$ cat src/hw/rtl/wat_pkg.sv
package wat_pkg;

    // Default table depth
    localparam int NUM_ALARMS_DEF = 16;

    // Time constants in minutes
    localparam int MIN_PER_HOUR   = 60;
    localparam int DAY_MINUTES    = 24 * 60;
    localparam int WINDOW_MINUTES = 23 * 60;
    localparam int LAST_WEEKDAY   = 6;

    // Widths of time values
    localparam int TIME_W = 11;
    localparam int DIST_W = 13;

    // Request command codes
    localparam logic CMD_WRITE = 1'b0;
    localparam logic CMD_TICK  = 1'b1;

    // Result kind codes
    localparam logic KIND_FIRE    = 1'b0;
    localparam logic KIND_SUMMARY = 1'b1;

    // One alarm table entry
    typedef struct packed {
        logic       enabled;
        logic [2:0] unit;
        logic [4:0] hour;
        logic [5:0] minute;
        logic       one_time;
        logic [6:0] days;
        logic [7:0] volume;
    } alarm_t;

    // Controller states
    typedef enum logic [2:0] {
        ST_IDLE,
        ST_WRITE,
        ST_SCAN,
        ST_DRAIN,
        ST_SUMMARY
    } ctrl_state_t;

    // Commands from controller to datapath
    typedef struct packed {
        logic load;
        logic write_slot;
        logic issue;
        logic summary;
    } dp_cmd_t;

    // Status from datapath to controller
    typedef struct packed {
        logic scan_last;
    } dp_status_t;

endpackage

$ cat src/hw/rtl/wat_ctrl.sv
module wat_ctrl (
    input  logic                clk,
    input  logic                rst_n,
    input  logic                start,
    input  logic                cmd,
    output logic                busy,
    output wat_pkg::dp_cmd_t    dp_cmd,
    input  wat_pkg::dp_status_t dp_status
);
    import wat_pkg::*;

    ctrl_state_t state_reg;
    ctrl_state_t state_next;

    // State register
    always_ff @(posedge clk or negedge rst_n)
    begin
        if (!rst_n)
        begin
            state_reg <= ST_IDLE;
        end
        else
        begin
            state_reg <= state_next;
        end
    end

    // Next state and commands
    always_comb
    begin
        state_next = state_reg;
        dp_cmd     = '0;
        busy       = 1'b1;
        unique case (state_reg)
            ST_IDLE:
            begin
                busy = 1'b0;
                if (start)
                begin
                    dp_cmd.load = 1'b1;
                    state_next  = (cmd == CMD_TICK) ? ST_SCAN : ST_WRITE;
                end
            end
            ST_WRITE:
            begin
                dp_cmd.write_slot = 1'b1;
                state_next        = ST_IDLE;
            end
            ST_SCAN:
            begin
                dp_cmd.issue = 1'b1;
                if (dp_status.scan_last)
                begin
                    state_next = ST_DRAIN;
                end
            end
            ST_DRAIN:
            begin
                state_next = ST_SUMMARY;
            end
            ST_SUMMARY:
            begin
                dp_cmd.summary = 1'b1;
                state_next     = ST_IDLE;
            end
            default:
            begin
                state_next = ST_IDLE;
            end
        endcase
    end

endmodule

$ cat src/hw/rtl/wat_datapath.sv
module wat_datapath #(
    parameter int NUM_ALARMS = wat_pkg::NUM_ALARMS_DEF
) (
    input  logic                clk,
    input  logic                rst_n,
    input  wat_pkg::dp_cmd_t    dp_cmd,
    output wat_pkg::dp_status_t dp_status,
    input  logic [3:0]          slot,
    input  logic                enabled,
    input  logic [2:0]          unit,
    input  logic [4:0]          alarm_hour,
    input  logic [5:0]          alarm_minute,
    input  logic                one_time,
    input  logic [6:0]          day_mask,
    input  logic [7:0]          volume,
    input  logic [2:0]          now_weekday,
    input  logic [4:0]          now_hour,
    input  logic [5:0]          now_minute,
    output logic                valid,
    output logic                kind,
    output logic [3:0]          fired_slot,
    output logic [2:0]          fired_unit,
    output logic [7:0]          fired_volume,
    output logic                next_valid,
    output logic [10:0]         next_in_minutes,
    output logic [4:0]          next_hour,
    output logic [5:0]          next_minute,
    output logic                last
);
    import wat_pkg::*;

    localparam int IDX_W = (NUM_ALARMS > 1) ? $clog2(NUM_ALARMS) : 1;

    // Alarm memory with one valid bit per entry
    alarm_t                  mem [NUM_ALARMS];
    logic [NUM_ALARMS-1:0]   mem_valid_reg;
    logic [NUM_ALARMS-1:0]   sig_reg;

    // Latched request
    logic [3:0]        slot_reg;
    alarm_t            wr_entry_reg;
    logic [2:0]        wday_reg;
    logic [4:0]        now_hour_reg;
    logic [5:0]        now_minute_reg;
    logic [TIME_W-1:0] now_min_reg;

    // Scan pipeline
    logic [IDX_W-1:0] cnt_reg;
    logic             eval_en_reg;
    logic [IDX_W-1:0] eval_idx_reg;
    alarm_t           rd_data_reg;
    logic             rd_valid_reg;

    // Nearest alarm so far
    logic              have_best_reg;
    logic [10:0]       best_reg;
    logic [4:0]        best_hour_reg;
    logic [5:0]        best_minute_reg;

    // Result registers
    logic        valid_reg;
    logic        kind_reg;
    logic [3:0]  fired_slot_reg;
    logic [2:0]  fired_unit_reg;
    logic [7:0]  fired_volume_reg;
    logic        next_valid_reg;
    logic [10:0] next_in_minutes_reg;
    logic [4:0]  next_hour_reg;
    logic [5:0]  next_minute_reg;
    logic        last_reg;

    // Evaluation signals
    alarm_t                   entry;
    logic [TIME_W-1:0]        at_min;
    logic signed [DIST_W-1:0] d_today;
    logic signed [DIST_W-1:0] d_tom;
    logic signed [DIST_W-1:0] dist_min;
    logic                     pending;
    logic [7:0]               days8;
    logic [2:0]               tomorrow;
    logic                     today_set;
    logic                     tom_set;
    logic                     at_ahead;
    logic                     fire;
    logic                     cand;
    logic                     better;
    logic                     time_match;
    logic                     slot_in_range;
    logic [IDX_W-1:0]         wr_addr;

    assign dp_status.scan_last = (cnt_reg == IDX_W'(NUM_ALARMS - 1));
    assign slot_in_range       = ({3'b000, slot_reg} < 7'(NUM_ALARMS));
    assign wr_addr             = IDX_W'(slot_reg);

    // Latch the request and prepare a scan
    always_ff @(posedge clk)
    begin
        if (dp_cmd.load)
        begin
            slot_reg                <= slot;
            wr_entry_reg.enabled    <= enabled;
            wr_entry_reg.unit       <= unit;
            wr_entry_reg.hour       <= alarm_hour;
            wr_entry_reg.minute     <= alarm_minute;
            wr_entry_reg.one_time   <= one_time;
            wr_entry_reg.days       <= day_mask;
            wr_entry_reg.volume     <= volume;
            wday_reg                <= now_weekday;
            now_hour_reg            <= now_hour;
            now_minute_reg          <= now_minute;
            now_min_reg             <= TIME_W'(now_hour) * TIME_W'(MIN_PER_HOUR)
                                       + TIME_W'(now_minute);
        end
    end

    // Scan counter and read pipeline control
    always_ff @(posedge clk or negedge rst_n)
    begin
        if (!rst_n)
        begin
            cnt_reg     <= '0;
            eval_en_reg <= 1'b0;
        end
        else
        begin
            eval_en_reg <= dp_cmd.issue;
            if (dp_cmd.load)
            begin
                cnt_reg <= '0;
            end
            else if (dp_cmd.issue)
            begin
                cnt_reg <= cnt_reg + IDX_W'(1);
            end
        end
    end

    // Memory write and registered read
    always_ff @(posedge clk)
    begin
        if (dp_cmd.write_slot && slot_in_range)
        begin
            mem[wr_addr] <= wr_entry_reg;
        end
        else if (eval_en_reg && fire && entry.one_time)
        begin
            mem[eval_idx_reg] <= {1'b0, entry[$bits(alarm_t)-2:0]};
        end
        if (dp_cmd.issue)
        begin
            rd_data_reg <= mem[cnt_reg];
        end
        eval_idx_reg <= cnt_reg;
    end

    // Valid bits of the memory
    always_ff @(posedge clk or negedge rst_n)
    begin
        if (!rst_n)
        begin
            mem_valid_reg <= '0;
            rd_valid_reg  <= 1'b0;
        end
        else
        begin
            if (dp_cmd.write_slot && slot_in_range)
            begin
                mem_valid_reg[wr_addr] <= 1'b1;
            end
            if (dp_cmd.issue)
            begin
                rd_valid_reg <= mem_valid_reg[cnt_reg];
            end
        end
    end

    // Distance to the alarm under evaluation
    always_comb
    begin
        entry     = rd_valid_reg ? rd_data_reg : '0;
        at_min    = TIME_W'(entry.hour) * TIME_W'(MIN_PER_HOUR) + TIME_W'(entry.minute);
        d_today   = $signed({2'b00, at_min}) - $signed({2'b00, now_min_reg});
        d_tom     = d_today + DIST_W'(DAY_MINUTES);
        at_ahead  = (at_min >= now_min_reg);
        days8     = {1'b0, entry.days};
        tomorrow  = (wday_reg < 3'(LAST_WEEKDAY)) ? (wday_reg + 3'd1) : 3'd0;
        today_set = days8[wday_reg];
        tom_set   = days8[tomorrow];
        pending   = 1'b0;
        dist_min  = d_tom;
        if (entry.enabled)
        begin
            if (entry.one_time)
            begin
                pending  = 1'b1;
                dist_min = at_ahead ? d_today : d_tom;
            end
            else if (today_set && at_ahead)
            begin
                pending  = 1'b1;
                dist_min = d_today;
            end
            else if (tom_set)
            begin
                pending  = 1'b1;
                dist_min = d_tom;
            end
        end
        // Out-of-range tick times can make the distance negative; such an alarm is no candidate.
        fire       = pending && (dist_min == '0) && !sig_reg[eval_idx_reg];
        cand       = pending && !dist_min[DIST_W-1] && (dist_min != '0)
                     && (dist_min < DIST_W'(WINDOW_MINUTES));
        better     = cand && (!have_best_reg || (dist_min[10:0] < best_reg));
        time_match = (entry.hour == now_hour_reg) && (entry.minute == now_minute_reg);
    end

    // Signalled flags
    always_ff @(posedge clk or negedge rst_n)
    begin
        if (!rst_n)
        begin
            sig_reg <= '0;
        end
        else if (dp_cmd.write_slot && slot_in_range)
        begin
            sig_reg[wr_addr] <= 1'b0;
        end
        else if (eval_en_reg)
        begin
            sig_reg[eval_idx_reg] <= (sig_reg[eval_idx_reg] | fire) & time_match;
        end
    end

    // Nearest alarm tracking
    always_ff @(posedge clk or negedge rst_n)
    begin
        if (!rst_n)
        begin
            have_best_reg <= 1'b0;
        end
        else if (dp_cmd.load)
        begin
            have_best_reg <= 1'b0;
        end
        else if (eval_en_reg && better)
        begin
            have_best_reg <= 1'b1;
        end
    end

    always_ff @(posedge clk)
    begin
        if (eval_en_reg && better)
        begin
            best_reg        <= dist_min[10:0];
            best_hour_reg   <= entry.hour;
            best_minute_reg <= entry.minute;
        end
    end

    // Result strobe
    always_ff @(posedge clk or negedge rst_n)
    begin
        if (!rst_n)
        begin
            valid_reg <= 1'b0;
        end
        else
        begin
            valid_reg <= (eval_en_reg && fire) || dp_cmd.summary;
        end
    end

    // Result payload
    always_ff @(posedge clk)
    begin
        if (dp_cmd.summary)
        begin
            kind_reg            <= KIND_SUMMARY;
            fired_slot_reg      <= 4'd0;
            fired_unit_reg      <= 3'd0;
            fired_volume_reg    <= 8'd0;
            next_valid_reg      <= have_best_reg;
            next_in_minutes_reg <= have_best_reg ? best_reg : 11'd0;
            next_hour_reg       <= have_best_reg ? best_hour_reg : 5'd0;
            next_minute_reg     <= have_best_reg ? best_minute_reg : 6'd0;
            last_reg            <= 1'b1;
        end
        else if (eval_en_reg && fire)
        begin
            kind_reg            <= KIND_FIRE;
            fired_slot_reg      <= 4'(eval_idx_reg);
            fired_unit_reg      <= entry.unit;
            fired_volume_reg    <= entry.volume;
            next_valid_reg      <= 1'b0;
            next_in_minutes_reg <= 11'd0;
            next_hour_reg       <= 5'd0;
            next_minute_reg     <= 6'd0;
            last_reg            <= 1'b0;
        end
    end

    assign valid           = valid_reg;
    assign kind            = kind_reg;
    assign fired_slot      = fired_slot_reg;
    assign fired_unit      = fired_unit_reg;
    assign fired_volume    = fired_volume_reg;
    assign next_valid      = next_valid_reg;
    assign next_in_minutes = next_in_minutes_reg;
    assign next_hour       = next_hour_reg;
    assign next_minute     = next_minute_reg;
    assign last            = last_reg;

endmodule

$ cat src/hw/rtl/weekly_alarm_table_scanner.sv
// Weekly alarm table scanner.
// A request is taken when start is high and busy is low; cmd selects a slot
// write or a tick carrying the current weekday, hour and minute.
// A write stores one alarm slot, clears its signalled flag and gives no
// result; busy stays high for one cycle after the request.
// A tick walks the table one slot per cycle through a single read port of
// the alarm memory, keeping busy high through its scan, drain and summary
// states; the next request is taken in the cycle in which the summary is
// shown. Each result is shown for one cycle, marked by valid: zero or more
// fire results in slot order, then one summary with last set, registered
// from the summary state.
// The receiver cannot stall; results are never held back.
// Reset disables every alarm and clears all signalled flags at once; no
// clearing pass is needed, so a request may follow reset immediately.
module weekly_alarm_table_scanner #(
    parameter int NUM_ALARMS = wat_pkg::NUM_ALARMS_DEF
) (
    input  logic        clk,
    input  logic        rst_n,
    input  logic        start,
    output logic        busy,
    input  logic        cmd,
    input  logic [3:0]  slot,
    input  logic        enabled,
    input  logic [2:0]  unit,
    input  logic [4:0]  alarm_hour,
    input  logic [5:0]  alarm_minute,
    input  logic        one_time,
    input  logic [6:0]  day_mask,
    input  logic [7:0]  volume,
    input  logic [2:0]  now_weekday,
    input  logic [4:0]  now_hour,
    input  logic [5:0]  now_minute,
    output logic        valid,
    output logic        kind,
    output logic [3:0]  fired_slot,
    output logic [2:0]  fired_unit,
    output logic [7:0]  fired_volume,
    output logic        next_valid,
    output logic [10:0] next_in_minutes,
    output logic [4:0]  next_hour,
    output logic [5:0]  next_minute,
    output logic        last
);
    import wat_pkg::*;

    dp_cmd_t    dp_cmd;
    dp_status_t dp_status;

    // Sequencer
    wat_ctrl u_ctrl (
        .clk       (clk),
        .rst_n     (rst_n),
        .start     (start),
        .cmd       (cmd),
        .busy      (busy),
        .dp_cmd    (dp_cmd),
        .dp_status (dp_status)
    );

    // Alarm table and scan datapath
    wat_datapath #(
        .NUM_ALARMS (NUM_ALARMS)
    ) u_datapath (
        .clk             (clk),
        .rst_n           (rst_n),
        .dp_cmd          (dp_cmd),
        .dp_status       (dp_status),
        .slot            (slot),
        .enabled         (enabled),
        .unit            (unit),
        .alarm_hour      (alarm_hour),
        .alarm_minute    (alarm_minute),
        .one_time        (one_time),
        .day_mask        (day_mask),
        .volume          (volume),
        .now_weekday     (now_weekday),
        .now_hour        (now_hour),
        .now_minute      (now_minute),
        .valid           (valid),
        .kind            (kind),
        .fired_slot      (fired_slot),
        .fired_unit      (fired_unit),
        .fired_volume    (fired_volume),
        .next_valid      (next_valid),
        .next_in_minutes (next_in_minutes),
        .next_hour       (next_hour),
        .next_minute     (next_minute),
        .last            (last)
    );

endmodule

$ cat config.mk
export PLATFORM = sky130hd
export DESIGN_NAME = weekly_alarm_table_scanner
export DESIGN_NICKNAME = d
export VERILOG_FILES = /design/src/hw/rtl/wat_pkg.sv /design/src/hw/rtl/wat_ctrl.sv /design/src/hw/rtl/wat_datapath.sv /design/src/hw/rtl/weekly_alarm_table_scanner.sv
export SDC_FILE = /design/constraint.sdc
export NUM_CORES = 1
export LEC_CHECK = 0
export BUFFER_PORTS_ARGS = -buffer_cell sky130_fd_sc_hd__buf_2
export CELL_PAD_IN_SITES_DETAIL_PLACEMENT = 1
export CELL_PAD_IN_SITES_GLOBAL_PLACEMENT = 1
export CORE_UTILIZATION = 35
export DETAILED_ROUTE_END_ITERATION = 7
export PLACE_DENSITY_LB_ADDON = 0.1
export SLEW_MARGIN = 20
export SYNTH_ARGS = -nofsm -noshare
export SYNTH_HDL_FRONTEND = slang
export SYNTH_SLANG_ARGS = --single-unit
$ cat constraint.sdc
create_clock -name clk -period 8.6 [get_ports clk]
set_input_delay 0.86 -clock clk [delete_from_list [all_inputs] [get_ports clk]]
set_output_delay 0.86 -clock clk [all_outputs]
set_load 0.02 [all_outputs]
==> out/qor.yml <==
ctsHoldBuffers: 0
max_slew_margin: 0.315
largest_reg_flops: 496
cts_buffer_depth: 3
ys_dominant_reg_cell: "edfxtp_1"
yosysMostFrequentCell: "edfxtp_1"
setup_violations: 0
hold_viol: 0
r2r_slack_ps: 740
grt_pass1_vias: 16400
fin_setup_tns_ps: 0
final_area_um2: 33800
slew_violations: 0
nets: 1891
routabilityCongestion: 0.776
globalRouteOverflowTotal: 0
syn_area_per_cell_um2: 18.1
synth-edff-count: 630
path_common_cell: "ha_1"
area_growth_syn_to_layout_pct: 15.7
ant_nets: 0
synth_top_cell_by_area: "edfxtp_1"
hp-class: "in2async"
io_pins: 95
synth_compound_area_frac: 0.0319
worst_path_max_delay_cell: "nor4_4"
synth_top_area_frac: 0.648
syn_inst: 1611
dieArea_um2: 84600
critPathLaunchType: "flip-flop"
dpl-instance-area_um2: 31300
grt_antenna_before_repair: 6
critPathMaxFanout: 31
die_w_um: 291
synthAdderAreaFrac: 0.0343
cts_resized: 0
synth_top_family_by_area: "multiplexers"
wire_per_inst_um: 26.3
initial_core_util: 0.355
synth_cell_types: 69
cap_violations: 0
rsz0062_at_grt: "no"
min_period_ps: 7860
portBuffers: 94
cts_tree: "yes"
yosys_warnings: 0
fmax_mhz: 127
syn_area_um2: 29200
required_ps: 8850
die_h_um: 291
clock_latency_ps: 630
ys_ff_latch: 693
ys_seq_area_frac: 0.699
syn_nets: 1735
track_usage: 0.182
core_area_um2: 82200
outcome: "finished, final reports clean"
clock_skew_ps: 16.3
cts_sinks: 693
rows: 105
cts_made_buffers: 80
n_fill_cell: 7964
postCtsSetupRepairBufs: 0
peakVddDrop_mv: 0.146
wirelength_mm: 76.1
grt_first_pass_wirelength_mm: 113
synthMuxAreaShare: 0.146
powerDensity_nw_per_um2: 320
cp-end-kind: "flip-flop"
first_pass_iters: 6
synth-async-reset-ratio: 0.0620
dpl.hpwl_mm: 47.0
timing.final.crit_share: 0.914
synth_simple_gate_area_frac: 0.0526
grt_start_max_net_pins: 60
cts_root_buf: "clkbuf_16"
leakage_uw: 0.0116
arrival_ps: 8110
worst_slew_pin_slew_ps: 1030
synth_common_cells: "edfxtp_1, mux4_2, inv_1"
yosys-top-cells-area: "edfxtp_1, mux4_2, dfrtp_1"
final_layout_size_suffix_gt1_frac: 0.266
num_vias: 15200
htreeDepth: 3
antenna_cells: 0
max_stage_delay_ps: 580
clkTransAtPathRegs_ps: 60
drc: 0
via_per_inst: 5.25
worstSetupPathType: "reg2reg"
synth-xor-area-share: 0.0154
drt-initial-drc-count: 900
-- metal layers --
metal,vias up,track usage,part of all wire
met3,129,0.0315,0.034
met1,8119,0.242,0.44
met2,254,0.307,0.50
met5,-,0,0.00045
met4,6,0.0514,0.025
li1,6688,-,-
-- worst paths after layout --
check	from	end	cells past startpoint
max in group asynchronous	rst_n	u_datapath.cnt_reg[1]	2
setup / recovery	u_datapath.rd_data_reg[23]	u_datapath.mem[5][20]	25
min in group clk	now_weekday[1]	u_datapath.wday_reg[1]	1
hold reg to reg	u_datapath.mem_valid_reg[13]	u_datapath.mem_valid_reg[13]	1
setup reg to reg	u_datapath.rd_data_reg[23]	u_datapath.mem[5][20]	25
hold / removal	rst_n	u_datapath.sig_reg[11]	2
-- through the flow --
| stage | setup WS [ps] | std cells | total power, uW | hold WS, ps | util |
|---|---|---|---|---|---|
| floorplan | 653 | 1611 | 6680 | 345 | - |
| global placement | 762 | 2754 | 7730 | 447 | 0.381 |
| detailed placement | 559 | 2755 | 7750 | 451 | 0.381 |
| CTS | 529 | 2896 | 11000 | 341 | 0.411 |
| global route | 96.2 | 2896 | 11400 | 367 | 0.411 |
| finish | 741 | 2896 | 10800 | 337 | 0.411 |
-- final cells by class --
| class | count | area [um^2] | share of cell area |
|---|---|---|---|
| repair buffers | 148 | 913 | 0.0270 |
| well taps | 1070 | 1340 | 0.0396 |
| clock inverters | 31 | 273 | 0.00807 |
| clock buffers | 110 | 2170 | 0.0641 |
| flip-flops and latches | 693 | 20400 | 0.604 |
| multi-input cells | 767 | 8400 | 0.249 |
| inverters | 77 | 289 | 0.00856 |
-- cells by family (layout without fill, tap and decap cells) --
kind of cell	after synthesis	in the layout
DFF	693	693
and+or+nand+nor	286	286
muxes	216	216
buffers and inverters	151	366
AOI/OAI and AO/OA	145	145
adders and majority gates	71	71
xor gates and xnor gates	49	49
-- cell usage in the layout, fill, tap and decap left out, types with 11 or more instances in the layout --
cell type,count
buf_4,51
and3_1,19
clkinv_2,12
clkbuf_16,81
xor2_1,15
xnor2_1,32
clkbuf_1,26
mux2i_1,23
nand3_1,61
ha_1,56
nand2b_1,22
nand2_1,37
dfxtp_1,20
o21ai_0,33
mux2_2,24
inv_1,77
nor2_1,44
fa_1,15
dfrtp_1,39
a21o_1,11
a21oi_1,29
nor3_1,22
edfxtp_1,630
mux4_2,166
a21oi_4,16
buf_2,94
and2_1,24
-- where the power goes --
part / total, uW / leakage [uW] / internal (uW) / switching [uW]
logic: 3250 / 0.00400 / 1420 / 1840
clock network: 3200 / 0.00119 / 1830 / 1370
registers: 4350 / 0.00643 / 4080 / 274
-- worst max-delay path: cells and delay by family (launching register included) --
family | cells | cell delay, ps
buffers and inverters | 4 | 1050
and+or+nand+nor | 5 | 1150
adders and majority gates | 5 | 2030
DFF | 1 | 450
xor gates and xnor gates | 3 | 580
AOI/OAI and AO/OA | 8 | 2210
No activity file was read; power rests on OpenSTA's default activity.
